`config.mk`:
```
export PLATFORM = sky130hd
export DESIGN_NAME = tap_tempo_estimator
export DESIGN_NICKNAME = d
export VERILOG_FILES = /design/src/rtl/tte_pkg.sv /design/src/rtl/tap_tempo_estimator.sv
export SDC_FILE = /design/constraint.sdc
export NUM_CORES = 2
export LEC_CHECK = 0
export BUFFER_PORTS_ARGS = -buffer_cell sky130_fd_sc_hd__buf_4
export CORE_MARGIN = 2
export CORE_UTILIZATION = 25
export DETAILED_ROUTE_END_ITERATION = 8
export GPL_ROUTABILITY_DRIVEN = 0
export PLACE_DENSITY = 0.36
export SLEW_MARGIN = 20
export SYNTH_ARGS = -nofsm -noshare
export SYNTH_HDL_FRONTEND = slang
export SYNTH_SLANG_ARGS = --single-unit
```
`constraint.sdc`:
```
create_clock -name clk_i -period 21.6 [get_ports clk_i]
set_input_delay 4.32 -clock clk_i [delete_from_list [all_inputs] [get_ports clk_i]]
set_output_delay 4.32 -clock clk_i [all_outputs]
set_load 0.03 [all_outputs]
```
`src/rtl/tte_pkg.sv`:
```
// tte_pkg: shared constants, types and the controller state encoding for the
// tap tempo estimator. No dependencies.
`timescale 1ns / 1ps

package tte_pkg;

  localparam int unsigned SOURCES_DEF = 4;
  localparam int unsigned RING_DEPTH  = 4;
  localparam int unsigned TIME_W      = 32;
  localparam int unsigned BPM_W       = 16;
  localparam int unsigned POS_W       = 2;

  // 60e6 us per minute, 26 bits wide
  localparam int unsigned USPM_W = 26;
  localparam logic [USPM_W-1:0] US_PER_MINUTE = USPM_W'(60000000);
  localparam logic [BPM_W-1:0]  BPM_MAX = '1;

  // divide-by-three unit: 34-bit sum padded to 5 digits of 8 bits
  localparam int unsigned SUM_W       = TIME_W + 2;
  localparam int unsigned DIV3_DIGIT  = 8;
  localparam int unsigned DIV3_STEPS  = 5;
  localparam int unsigned DIV3_NUM_W  = DIV3_DIGIT * DIV3_STEPS;
  localparam int unsigned CNT_W       = 5;

  typedef enum logic [2:0] {
    ST_IDLE,
    ST_READ,
    ST_RATIO,
    ST_DIV3,
    ST_TEST,
    ST_DIVB,
    ST_WB,
    ST_DONE
  } state_e;

  // one memory row holds all state of one source
  typedef struct packed {
    logic [RING_DEPTH-1:0][TIME_W-1:0] tap;
    logic [POS_W-1:0]                  pos;
    logic [TIME_W-1:0]                 prev;
    logic [BPM_W-1:0]                  bpm;
    logic [TIME_W-1:0]                 interval;
    logic [TIME_W-1:0]                 lock_time;
  } src_row_t;

endpackage

```
`src/rtl/tap_tempo_estimator.sv`:
```
// tap_tempo_estimator: per-source tap ring and tempo estimator built around
// one synchronous state memory, a divide-by-three unit and a bit-serial divider.
// Depends on tte_pkg.
`timescale 1ns / 1ps

// Usage
//   slave channel (s_axis_*): one tap per transfer, tuser carries the source
//   number, tdata the 32-bit microsecond timestamp
//   master channel (m_axis_*): exactly one result per tap, in tap order;
//   tuser holds the accepted and locked flags, tdata the source's current
//   bpm, beat interval and lock time
//   one tap is processed at a time; s_axis_tready is high only while the
//   controller is idle
//   a tap that locks passes memory read, ratio test, 5 divide-by-three
//   steps, 26 divider steps for the bpm, write back and output load; a
//   non-locking tap skips the divider and an ignored tap goes from the read
//   straight to the output load. The bit-serial bpm divider is the longest
//   part of the work on a locking tap
//   reset clears the controller, the output valid flag and the row valid bits;
//   a row that was never written reads as all zero, so no clearing pass runs
//   a stalled receiver holds the result in the output register; the next tap
//   is still taken and worked on, and waits at the end until the output
//   register frees up
//   source numbers not below SOURCES give an all-zero result and touch no
//   state
module tap_tempo_estimator #(
  parameter int unsigned SOURCES = tte_pkg::SOURCES_DEF
) (
  input  logic        clk_i,
  input  logic        rst_ni,
  // slave side
  input  logic        s_axis_tvalid,
  output logic        s_axis_tready,
  input  logic [31:0] s_axis_tdata,   // [31:0] tap_time
  input  logic [1:0]  s_axis_tuser,   // [1:0] source
  // master side
  output logic        m_axis_tvalid,
  input  logic        m_axis_tready,
  output logic [79:0] m_axis_tdata,   // [15:0] bpm, [47:16] beat_interval,
                                      // [79:48] lock_time
  output logic [1:0]  m_axis_tuser    // [0] accepted, [1] locked
);

  localparam int unsigned IdxW = (SOURCES > 1) ? $clog2(SOURCES) : 1;
  localparam int unsigned ExtW = IdxW + 2;
  localparam int unsigned RowW = $bits(tte_pkg::src_row_t);

  // ---------------------------------------------------------------------
  // state memory: one row per source, valid bits stand in for the reset
  // ---------------------------------------------------------------------
  logic [RowW-1:0]     mem [SOURCES];
  logic [SOURCES-1:0]  row_vld_q;
  tte_pkg::src_row_t   row_rd_q;
  logic                mem_we;
  tte_pkg::src_row_t   row_wr;

  tte_pkg::state_e state_q, state_d;

  // captured tap
  logic [ExtW-1:0]     src_ext;
  logic                in_range;
  logic [IdxW-1:0]     idx_in;
  logic [IdxW-1:0]     idx_q;
  logic                in_range_q;
  logic [31:0]         tap_q;

  // working row and intervals
  tte_pkg::src_row_t   work_q, work_d;
  logic [31:0]         d0_q, d1_q, d2_q;
  logic [31:0]         d0_d, d1_d, d2_d;
  logic                ratio_ok_q, ratio_ok_d;
  logic                lock_q, lock_d;

  // divide-by-three unit
  logic [tte_pkg::DIV3_NUM_W-1:0] d3_num_q, d3_num_d;
  logic [tte_pkg::DIV3_NUM_W-1:0] d3_quo_q, d3_quo_d;
  logic [1:0]                     d3_rem_q, d3_rem_d;
  logic [tte_pkg::DIV3_DIGIT-1:0] d3_digit;
  logic [1:0]                     d3_rem_step;
  logic [31:0]                    avg;

  // bit-serial bpm divider
  logic [31:0]                 br_rem_q, br_rem_d;
  logic [tte_pkg::USPM_W-1:0]  br_quo_q, br_quo_d;
  logic [32:0]                 br_trial;
  logic                        br_fit;
  logic [tte_pkg::BPM_W-1:0]   bpm_sat;

  logic [tte_pkg::CNT_W-1:0]   cnt_q, cnt_d;

  // result staging and output register
  logic        res_acc_q, res_acc_d, res_lock_q, res_lock_d;
  logic [79:0] res_data_q, res_data_d;
  logic        out_vld_q;
  logic [79:0] out_data_q;
  logic [1:0]  out_user_q;
  logic        out_load;

  tte_pkg::src_row_t row_eff;
  logic [31:0]       t0, t1, t2;
  logic [tte_pkg::SUM_W-1:0] sum;

  // a < 1.25 * b, exact
  function automatic logic below_ratio(input logic [31:0] a, input logic [31:0] b);
    logic [34:0] a4;
    logic [34:0] b5;
    a4 = {1'b0, a, 2'b00};
    b5 = {1'b0, b, 2'b00} + {3'b000, b};
    return a4 < b5;
  endfunction

  assign src_ext  = {IdxW'(0), s_axis_tuser};
  assign in_range = src_ext < ExtW'(SOURCES);
  assign idx_in   = src_ext[IdxW-1:0];

  assign s_axis_tready = (state_q == tte_pkg::ST_IDLE);

  // memory read and write
  always_ff @(posedge clk_i) begin
    if (s_axis_tvalid && s_axis_tready && in_range) begin
      row_rd_q <= tte_pkg::src_row_t'(mem[idx_in]);
    end
    if (mem_we) begin
      mem[idx_q] <= RowW'(row_wr);
    end
  end

  always_ff @(posedge clk_i or negedge rst_ni) begin
    if (!rst_ni) begin
      row_vld_q <= '0;
    end else if (mem_we) begin
      row_vld_q[idx_q] <= 1'b1;
    end
  end

  // row seen by the logic: unwritten rows read as zero
  always_comb begin
    row_eff = '0;
    if (in_range_q && row_vld_q[idx_q]) begin
      row_eff = row_rd_q;
    end
  end

  // intervals in time order after the new tap lands at pos
  always_comb begin
    t0   = row_eff.tap[row_eff.pos + 2'd1];
    t1   = row_eff.tap[row_eff.pos + 2'd2];
    t2   = row_eff.tap[row_eff.pos + 2'd3];
    d0_d = t1 - t0;
    d1_d = t2 - t1;
    d2_d = tap_q - t2;
  end

  assign sum = {2'b00, d0_q} + {2'b00, d1_q} + {2'b00, d2_q};

  // one 8-bit digit of the divide by three
  always_comb begin
    logic [2:0] x;
    d3_digit    = '0;
    d3_rem_step = d3_rem_q;
    x           = '0;
    for (int k = tte_pkg::DIV3_DIGIT - 1; k >= 0; k--) begin
      x = {d3_rem_step, d3_num_q[tte_pkg::DIV3_NUM_W - tte_pkg::DIV3_DIGIT + k]};
      if (x >= 3'd3) begin
        d3_digit[k] = 1'b1;
        d3_rem_step = 2'(x - 3'd3);
      end else begin
        d3_rem_step = x[1:0];
      end
    end
  end

  assign avg = d3_quo_q[31:0];

  // one bit of 60e6 / avg
  assign br_trial = {br_rem_q, tte_pkg::US_PER_MINUTE[cnt_q]};
  assign br_fit   = br_trial >= {1'b0, avg};
  assign bpm_sat  = (|br_quo_q[tte_pkg::USPM_W-1:tte_pkg::BPM_W]) ?
                    tte_pkg::BPM_MAX : br_quo_q[tte_pkg::BPM_W-1:0];

  // write-back row
  always_comb begin
    row_wr      = work_q;
    row_wr.pos  = work_q.pos + 2'd1;
    row_wr.prev = tap_q;
    if (lock_q) begin
      row_wr.bpm       = bpm_sat;
      row_wr.interval  = avg;
      row_wr.lock_time = tap_q;
    end
  end

  // controller
  always_comb begin
    state_d    = state_q;
    work_d     = work_q;
    ratio_ok_d = ratio_ok_q;
    lock_d     = lock_q;
    d3_num_d   = d3_num_q;
    d3_quo_d   = d3_quo_q;
    d3_rem_d   = d3_rem_q;
    br_rem_d   = br_rem_q;
    br_quo_d   = br_quo_q;
    cnt_d      = cnt_q;
    res_acc_d  = res_acc_q;
    res_lock_d = res_lock_q;
    res_data_d = res_data_q;
    mem_we     = 1'b0;
    out_load   = 1'b0;

    unique case (state_q)
      tte_pkg::ST_IDLE: begin
        if (s_axis_tvalid) begin
          state_d = tte_pkg::ST_READ;
        end
      end
      tte_pkg::ST_READ: begin
        res_acc_d  = 1'b0;
        res_lock_d = 1'b0;
        res_data_d = {row_eff.lock_time, row_eff.interval, row_eff.bpm};
        if (!in_range_q || tap_q == row_eff.prev) begin
          // out-of-range source reads as a zero row; a repeated stamp is ignored
          state_d = tte_pkg::ST_DONE;
        end else begin
          work_d                  = row_eff;
          work_d.tap[row_eff.pos] = tap_q;
          state_d                 = tte_pkg::ST_RATIO;
        end
      end
      tte_pkg::ST_RATIO: begin
        ratio_ok_d = below_ratio(d1_q, d0_q) && below_ratio(d2_q, d0_q) &&
                     below_ratio(d0_q, d2_q);
        d3_num_d   = {(tte_pkg::DIV3_NUM_W - tte_pkg::SUM_W)'(0), sum};
        d3_quo_d   = '0;
        d3_rem_d   = '0;
        cnt_d      = '0;
        state_d    = tte_pkg::ST_DIV3;
      end
      tte_pkg::ST_DIV3: begin
        d3_num_d = d3_num_q << tte_pkg::DIV3_DIGIT;
        d3_quo_d = {d3_quo_q[tte_pkg::DIV3_NUM_W-tte_pkg::DIV3_DIGIT-1:0], d3_digit};
        d3_rem_d = d3_rem_step;
        cnt_d    = cnt_q + 1'b1;
        if (cnt_q == tte_pkg::CNT_W'(tte_pkg::DIV3_STEPS - 1)) begin
          state_d = tte_pkg::ST_TEST;
        end
      end
      tte_pkg::ST_TEST: begin
        lock_d   = ratio_ok_q && (avg != '0);
        br_rem_d = '0;
        br_quo_d = '0;
        cnt_d    = tte_pkg::CNT_W'(tte_pkg::USPM_W - 1);
        state_d  = (ratio_ok_q && (avg != '0)) ? tte_pkg::ST_DIVB : tte_pkg::ST_WB;
      end
      tte_pkg::ST_DIVB: begin
        br_rem_d = br_fit ? 32'(br_trial - {1'b0, avg}) : br_trial[31:0];
        br_quo_d = {br_quo_q[tte_pkg::USPM_W-2:0], br_fit};
        cnt_d    = cnt_q - 1'b1;
        if (cnt_q == '0) begin
          state_d = tte_pkg::ST_WB;
        end
      end
      tte_pkg::ST_WB: begin
        mem_we     = 1'b1;
        res_acc_d  = 1'b1;
        res_lock_d = lock_q;
        res_data_d = {row_wr.lock_time, row_wr.interval, row_wr.bpm};
        state_d    = tte_pkg::ST_DONE;
      end
      tte_pkg::ST_DONE: begin
        if (!out_vld_q || m_axis_tready) begin
          out_load = 1'b1;
          state_d  = tte_pkg::ST_IDLE;
        end
      end
      default: begin
        state_d = tte_pkg::ST_IDLE;
      end
    endcase
  end

  always_ff @(posedge clk_i or negedge rst_ni) begin
    if (!rst_ni) begin
      state_q   <= tte_pkg::ST_IDLE;
      cnt_q     <= '0;
      lock_q    <= 1'b0;
      out_vld_q <= 1'b0;
    end else begin
      state_q <= state_d;
      cnt_q   <= cnt_d;
      lock_q  <= (state_q == tte_pkg::ST_READ) ? 1'b0 : lock_d;
      if (out_load) begin
        out_vld_q <= 1'b1;
      end else if (m_axis_tready) begin
        out_vld_q <= 1'b0;
      end
    end
  end

  // payload registers
  always_ff @(posedge clk_i) begin
    if (s_axis_tvalid && s_axis_tready) begin
      idx_q      <= idx_in;
      in_range_q <= in_range;
      tap_q      <= s_axis_tdata;
    end
    if (state_q == tte_pkg::ST_READ) begin
      d0_q <= d0_d;
      d1_q <= d1_d;
      d2_q <= d2_d;
    end
    work_q     <= work_d;
    ratio_ok_q <= ratio_ok_d;
    d3_num_q   <= d3_num_d;
    d3_quo_q   <= d3_quo_d;
    d3_rem_q   <= d3_rem_d;
    br_rem_q   <= br_rem_d;
    br_quo_q   <= br_quo_d;
    res_acc_q  <= res_acc_d;
    res_lock_q <= res_lock_d;
    res_data_q <= res_data_d;
    if (out_load) begin
      out_data_q <= res_data_q;
      out_user_q <= {res_lock_q, res_acc_q};
    end
  end

  assign m_axis_tvalid = out_vld_q;
  assign m_axis_tdata  = out_data_q;
  assign m_axis_tuser  = out_user_q;

  // ---------------------------------------------------------------------
  // assertions
  // ---------------------------------------------------------------------
  a_we_only_wb: assert property (@(posedge clk_i) disable iff (!rst_ni)
    mem_we |-> (state_q == tte_pkg::ST_WB))
    else $error("state memory written outside write back");

  a_lock_implies_acc: assert property (@(posedge clk_i) disable iff (!rst_ni)
    m_axis_tvalid |-> !(m_axis_tuser[1] && !m_axis_tuser[0]))
    else $error("locked result without accepted tap");

  a_divb_nonzero: assert property (@(posedge clk_i) disable iff (!rst_ni)
    (state_q == tte_pkg::ST_DIVB) |-> (avg != '0))
    else $error("bpm divider running with zero divisor");

  a_accept_reads: assert property (@(posedge clk_i) disable iff (!rst_ni)
    (s_axis_tvalid && s_axis_tready) |=> (state_q == tte_pkg::ST_READ))
    else $error("accepted tap did not start a memory read");

  a_no_overwrite: assert property (@(posedge clk_i) disable iff (!rst_ni)
    (out_vld_q && !m_axis_tready) |-> !out_load)
    else $error("output register overwritten while stalled");

endmodule

```
==> results list <==
- Outcome: complete, no violations
- No sink is reached through more buffers than the 4 on the longest clock path.
- By instance count, the cell type seen most on the critical path is sky130_fd_sc_hd__ha_1.
- In this run the biggest area consumer among cell types represents between 60% and 70% of the synthesized area.
- The number of nets in the synthesized netlist is 6156.
- The number of antenna violations at the first check in global routing was 21.
- Buffers inserted by post-CTS timing repair: 0
- Num Clock Sinks: approximately 1900
* Area occupied by multi-input gates: 0.0283 sq mm
* Max cap viols: 0
* Post-DP HPWL: 156000 microns
* Later-pin clock latency in the skew report: between 0.9 and 1 ns
- The worst setup path is of the reg -> reg kind.
* Setup repair after global routing missed its margin: no
- Core area: 0.340 sq mm
* # port buffers: 121
* Die Width: roughly 600 microns
* Post-route DRC: 0
- The first global-routing pass estimated 358000 microns of wire.
- Summed over all layers, the routed wires come to 248000 microns.
- For the worst setup path, the data arrival time is 8.99 ns.
* Main synth FF type: sky130_fd_sc_hd__edfxtp_1
- Vias in the first global route: 50300
* Proportion of synthesized flip-flops having asynchronous set or reset: less than 1%
- IR analysis of the VDD net gives a maximum drop of 92.5 uV.
* Mean post-synth cell area: 14.9 sq um
- The path class of the tightest hold or removal check is reg -> reg.
* Clock slew at reported path FFs: 0.06 ns
- Measured against its own limit, the worst slew margin works out to 6.03%.
- Count of nets left with antenna violations after detail routing: 0
- Dividing the final minimum period by the clock period gives 39.2%.
* Count of routing violations after the opening detailed-route iteration: ~3300
* Clock buffers created by TritonCTS: between 200 and 250
- Counting flops with a built-in enable in the synthesized netlist gives 1847.
- Yosys attributes the largest share of cell area to sky130_fd_sc_hd__edfxtp_1, sky130_fd_sc_hd__mux4_2, sky130_fd_sc_hd__ha_1.
- For this run, the post-layout net count is 6364.
- PwrDens: 157 mW/mm^2
* Max-slew violation total from the final report: 0
* CTS tree: built
- The finished cells cover 0.0993 sq mm.
* Ratio of routed vias to standard cells: roughly 4.6
- Entering global routing, the biggest net connects 99 pins.
* Global-route total usage across every layer: 14.0%
- In the final timing run, aggregate negative setup slack is 0 ns.
- The first TritonRoute pass finished after 7 iterations.
- Setup crit start kind: flop
* Worst path slowest cell: sky130_fd_sc_hd__or4_4
* Layout cell share with drive strength beyond 1: a little under a fifth
- Setup violations remaining at the end of the flow were counted as 0.
* Post-synth top area cell: sky130_fd_sc_hd__edfxtp_1
* Post-layout minimum cycle time: around 8.5 ns
- The design draws 15.6 mW.
- Sequential-to-total area share from yosys stat: approximately 65%
- The hold violation count in the final report is 0.
- Biggest cell delay along the critical path: 0.53 ns
* Total of fill cells in the finished design: 34000
- Die Span Y: 589 microns
- Area taken by flip-flops and latches: between 0.05 and 0.06 sq mm
- Grt total ovfl: 0
- For the pin with the worst max-slew slack, the measured transition is 1.39 ns.
* Netlist area before placement: 0.0856 sq mm
- Data on the critical path is required at its endpoint by around 22 ns.
- Summed over all cells, the static leakage comes to ~34 nW.
- Timing would allow up to 0.118 GHz.
- In this run, post-CTS hold repair placed 0 buffers.
- Placed cell area: just over 0.09 sq mm
* Area growth syn-to-layout: 16.0%
- Core Rows: 214
- Synth warn: 0
- Pin placement for this block handled 122 I/O pins.
* Number of instances in the synthesized netlist: 5748
- The netlist uses 93 different library cells.
* Kind of end point of the critical path: flop
- Htree depth: 4
* Flops & latches, synth: 1861
* Overall via count from detail_route: 48700
- Gates resized during post-CTS repair numbered 0.
* CTS Root Cell: sky130_fd_sc_hd__clkbuf_16
* Total Die Area: 0.347 sq mm
- For this configuration, the core starts out at a cell density of 25.2%.
- Layout Skew: 0.121 ns
- After detailed routing, the average wire length per cell comes to ~23 microns.
- Worst Path Max Fanout: 10
-- critical path: cells and delay by family, from the launching register on --
kind,cells,cell delay (ns)
flip-flops,1,0.46
AND/OR/NAND/NOR,10,2.28
AO/OA/AOI/OAI,11,2.15
multiplexers,4,1.24
adder cells (fa/ha/maj),8,2.06
-- synthesized netlist by cell type, drive strengths merged, types with 17 or more instances --
library cell     n
buf             82
o21a            59
or3             21
or2             18
a21oi          235
o32ai           17
a21o           104
xnor2          116
nor4bb          18
or3b            28
nand4           35
nand2b          47
mux2i           38
and2           121
ha             330
o211ai          24
o21ai          343
mux2           244
a211oi          33
nor2b           41
nor3            57
nand2          491
mux4           244
clkbuf         158
fa              40
and3            18
nand3           85
o22a            19
o21bai          21
a31oi           58
inv            187
nor4            19
edfxtp        1847
nor2           295
xor2            61
-- path summary, 6_finish.rpt --
kind	start	endpoint	slack, ns	cells past startpoint
worst max register to register	d3_num_q[39]	d3_quo_q[0]	13.13	33
max in group asynchronous	rst_ni	lock_q	17.97	1
worst max-delay path	d3_num_q[39]	d3_quo_q[0]	13.13	33
worst min register to register	res_data_q[67]	m_axis_tdata[67]	0.41	0
worst min-delay path	res_data_q[67]	m_axis_tdata[67]	0.41	0
min in group asynchronous	rst_ni	row_vld_q[1]	3.34	1
-- power by group --
| part | switching, mW | internal [mW] | leakage [nW] |
|---|---|---|---|
| Sequential | 0.454 | 5.07 | 17.1 |
| Clock | 1.51 | 2.12 | 3.39 |
| Combinational | 3.94 | 2.49 | 13.4 |
| Total | 5.91 | 9.67 | 33.9 |
-- layout make-up --
class,count,area share (%)
multi-input combinational,3458,28.5
clock inverter,134,1.38
timing repair buffer,235,1.91
antenna,2,0.00504
inverter,188,0.713
tap,4536,5.71
clock buffer,251,5.58
sequential,1861,56.2
-- layout by cell type, fill, tap and decap left out, drive strengths merged, types with 33 or more instances in the layout --
| cell | instances |
|---|---|
| o21ai | 343 |
| nand2b | 47 |
| mux2i | 38 |
| nor2 | 295 |
| fa | 40 |
| ha | 330 |
| xor2 | 61 |
| xnor2 | 116 |
| o21a | 59 |
| mux2 | 244 |
| a31oi | 58 |
| a21o | 104 |
| buf | 235 |
| nor3 | 57 |
| nor2b | 41 |
| mux4 | 244 |
| a211oi | 33 |
| nand2 | 491 |
| a21oi | 235 |
| clkbuf | 251 |
| and2 | 121 |
| nand3 | 85 |
| inv | 194 |
| nand4 | 35 |
| edfxtp | 1847 |
| clkinv | 97 |
-- metal layers --
layer	track usage (%)	wire length, microns	share of wire, %	vias to the layer above
met2	22.3	113000	45	809
met4	4.26	7230	2.9	2
li1	-	-	-	22600
met1	19.7	118000	48	24900
met5	0	16	0.0065	-
met3	2.06	9620	3.9	294
-- cells by family after synthesis --
group / count (synthesis) / share of synthesized area, %
muxes: 526 / 10.1
adders and majority gates: 370 / 5.76
DFF: 1861 / 65.2
xor gates and xnor gates: 177 / 1.81
AOI/OAI and AO/OA: 1053 / 7.75
and+or+nand+nor: 1332 / 7.50
buffers and inverters: 429 / 1.91
-- sequential cells by signal, summed over array words and instances, names as in the netlist, 40 cells and up --
register      count
res_data_q       80
row_wr          128
mem             968
work_q           82
d3_num_q         40
row_rd_q        242
m_axis_tdata     80
-- through the flow --
| step | util, % | setup WS [ns] | std cells | hold slack, ns |
|---|---|---|---|---|
| floorplan | - | 2.76 | 5748 | 0.400 |
| global placement | 27.1 | 13.07 | 10300 | 0.403 |
| detailed placement | 27.2 | 13.14 | 10300 | 0.405 |
| CTS | 29.2 | 13.10 | 10700 | 0.392 |
| global route | 29.2 | 12.43 | 10700 | 0.403 |
| finish | 29.2 | 13.13 | 10700 | 0.406 |
(Power assumes the default switching activity.)
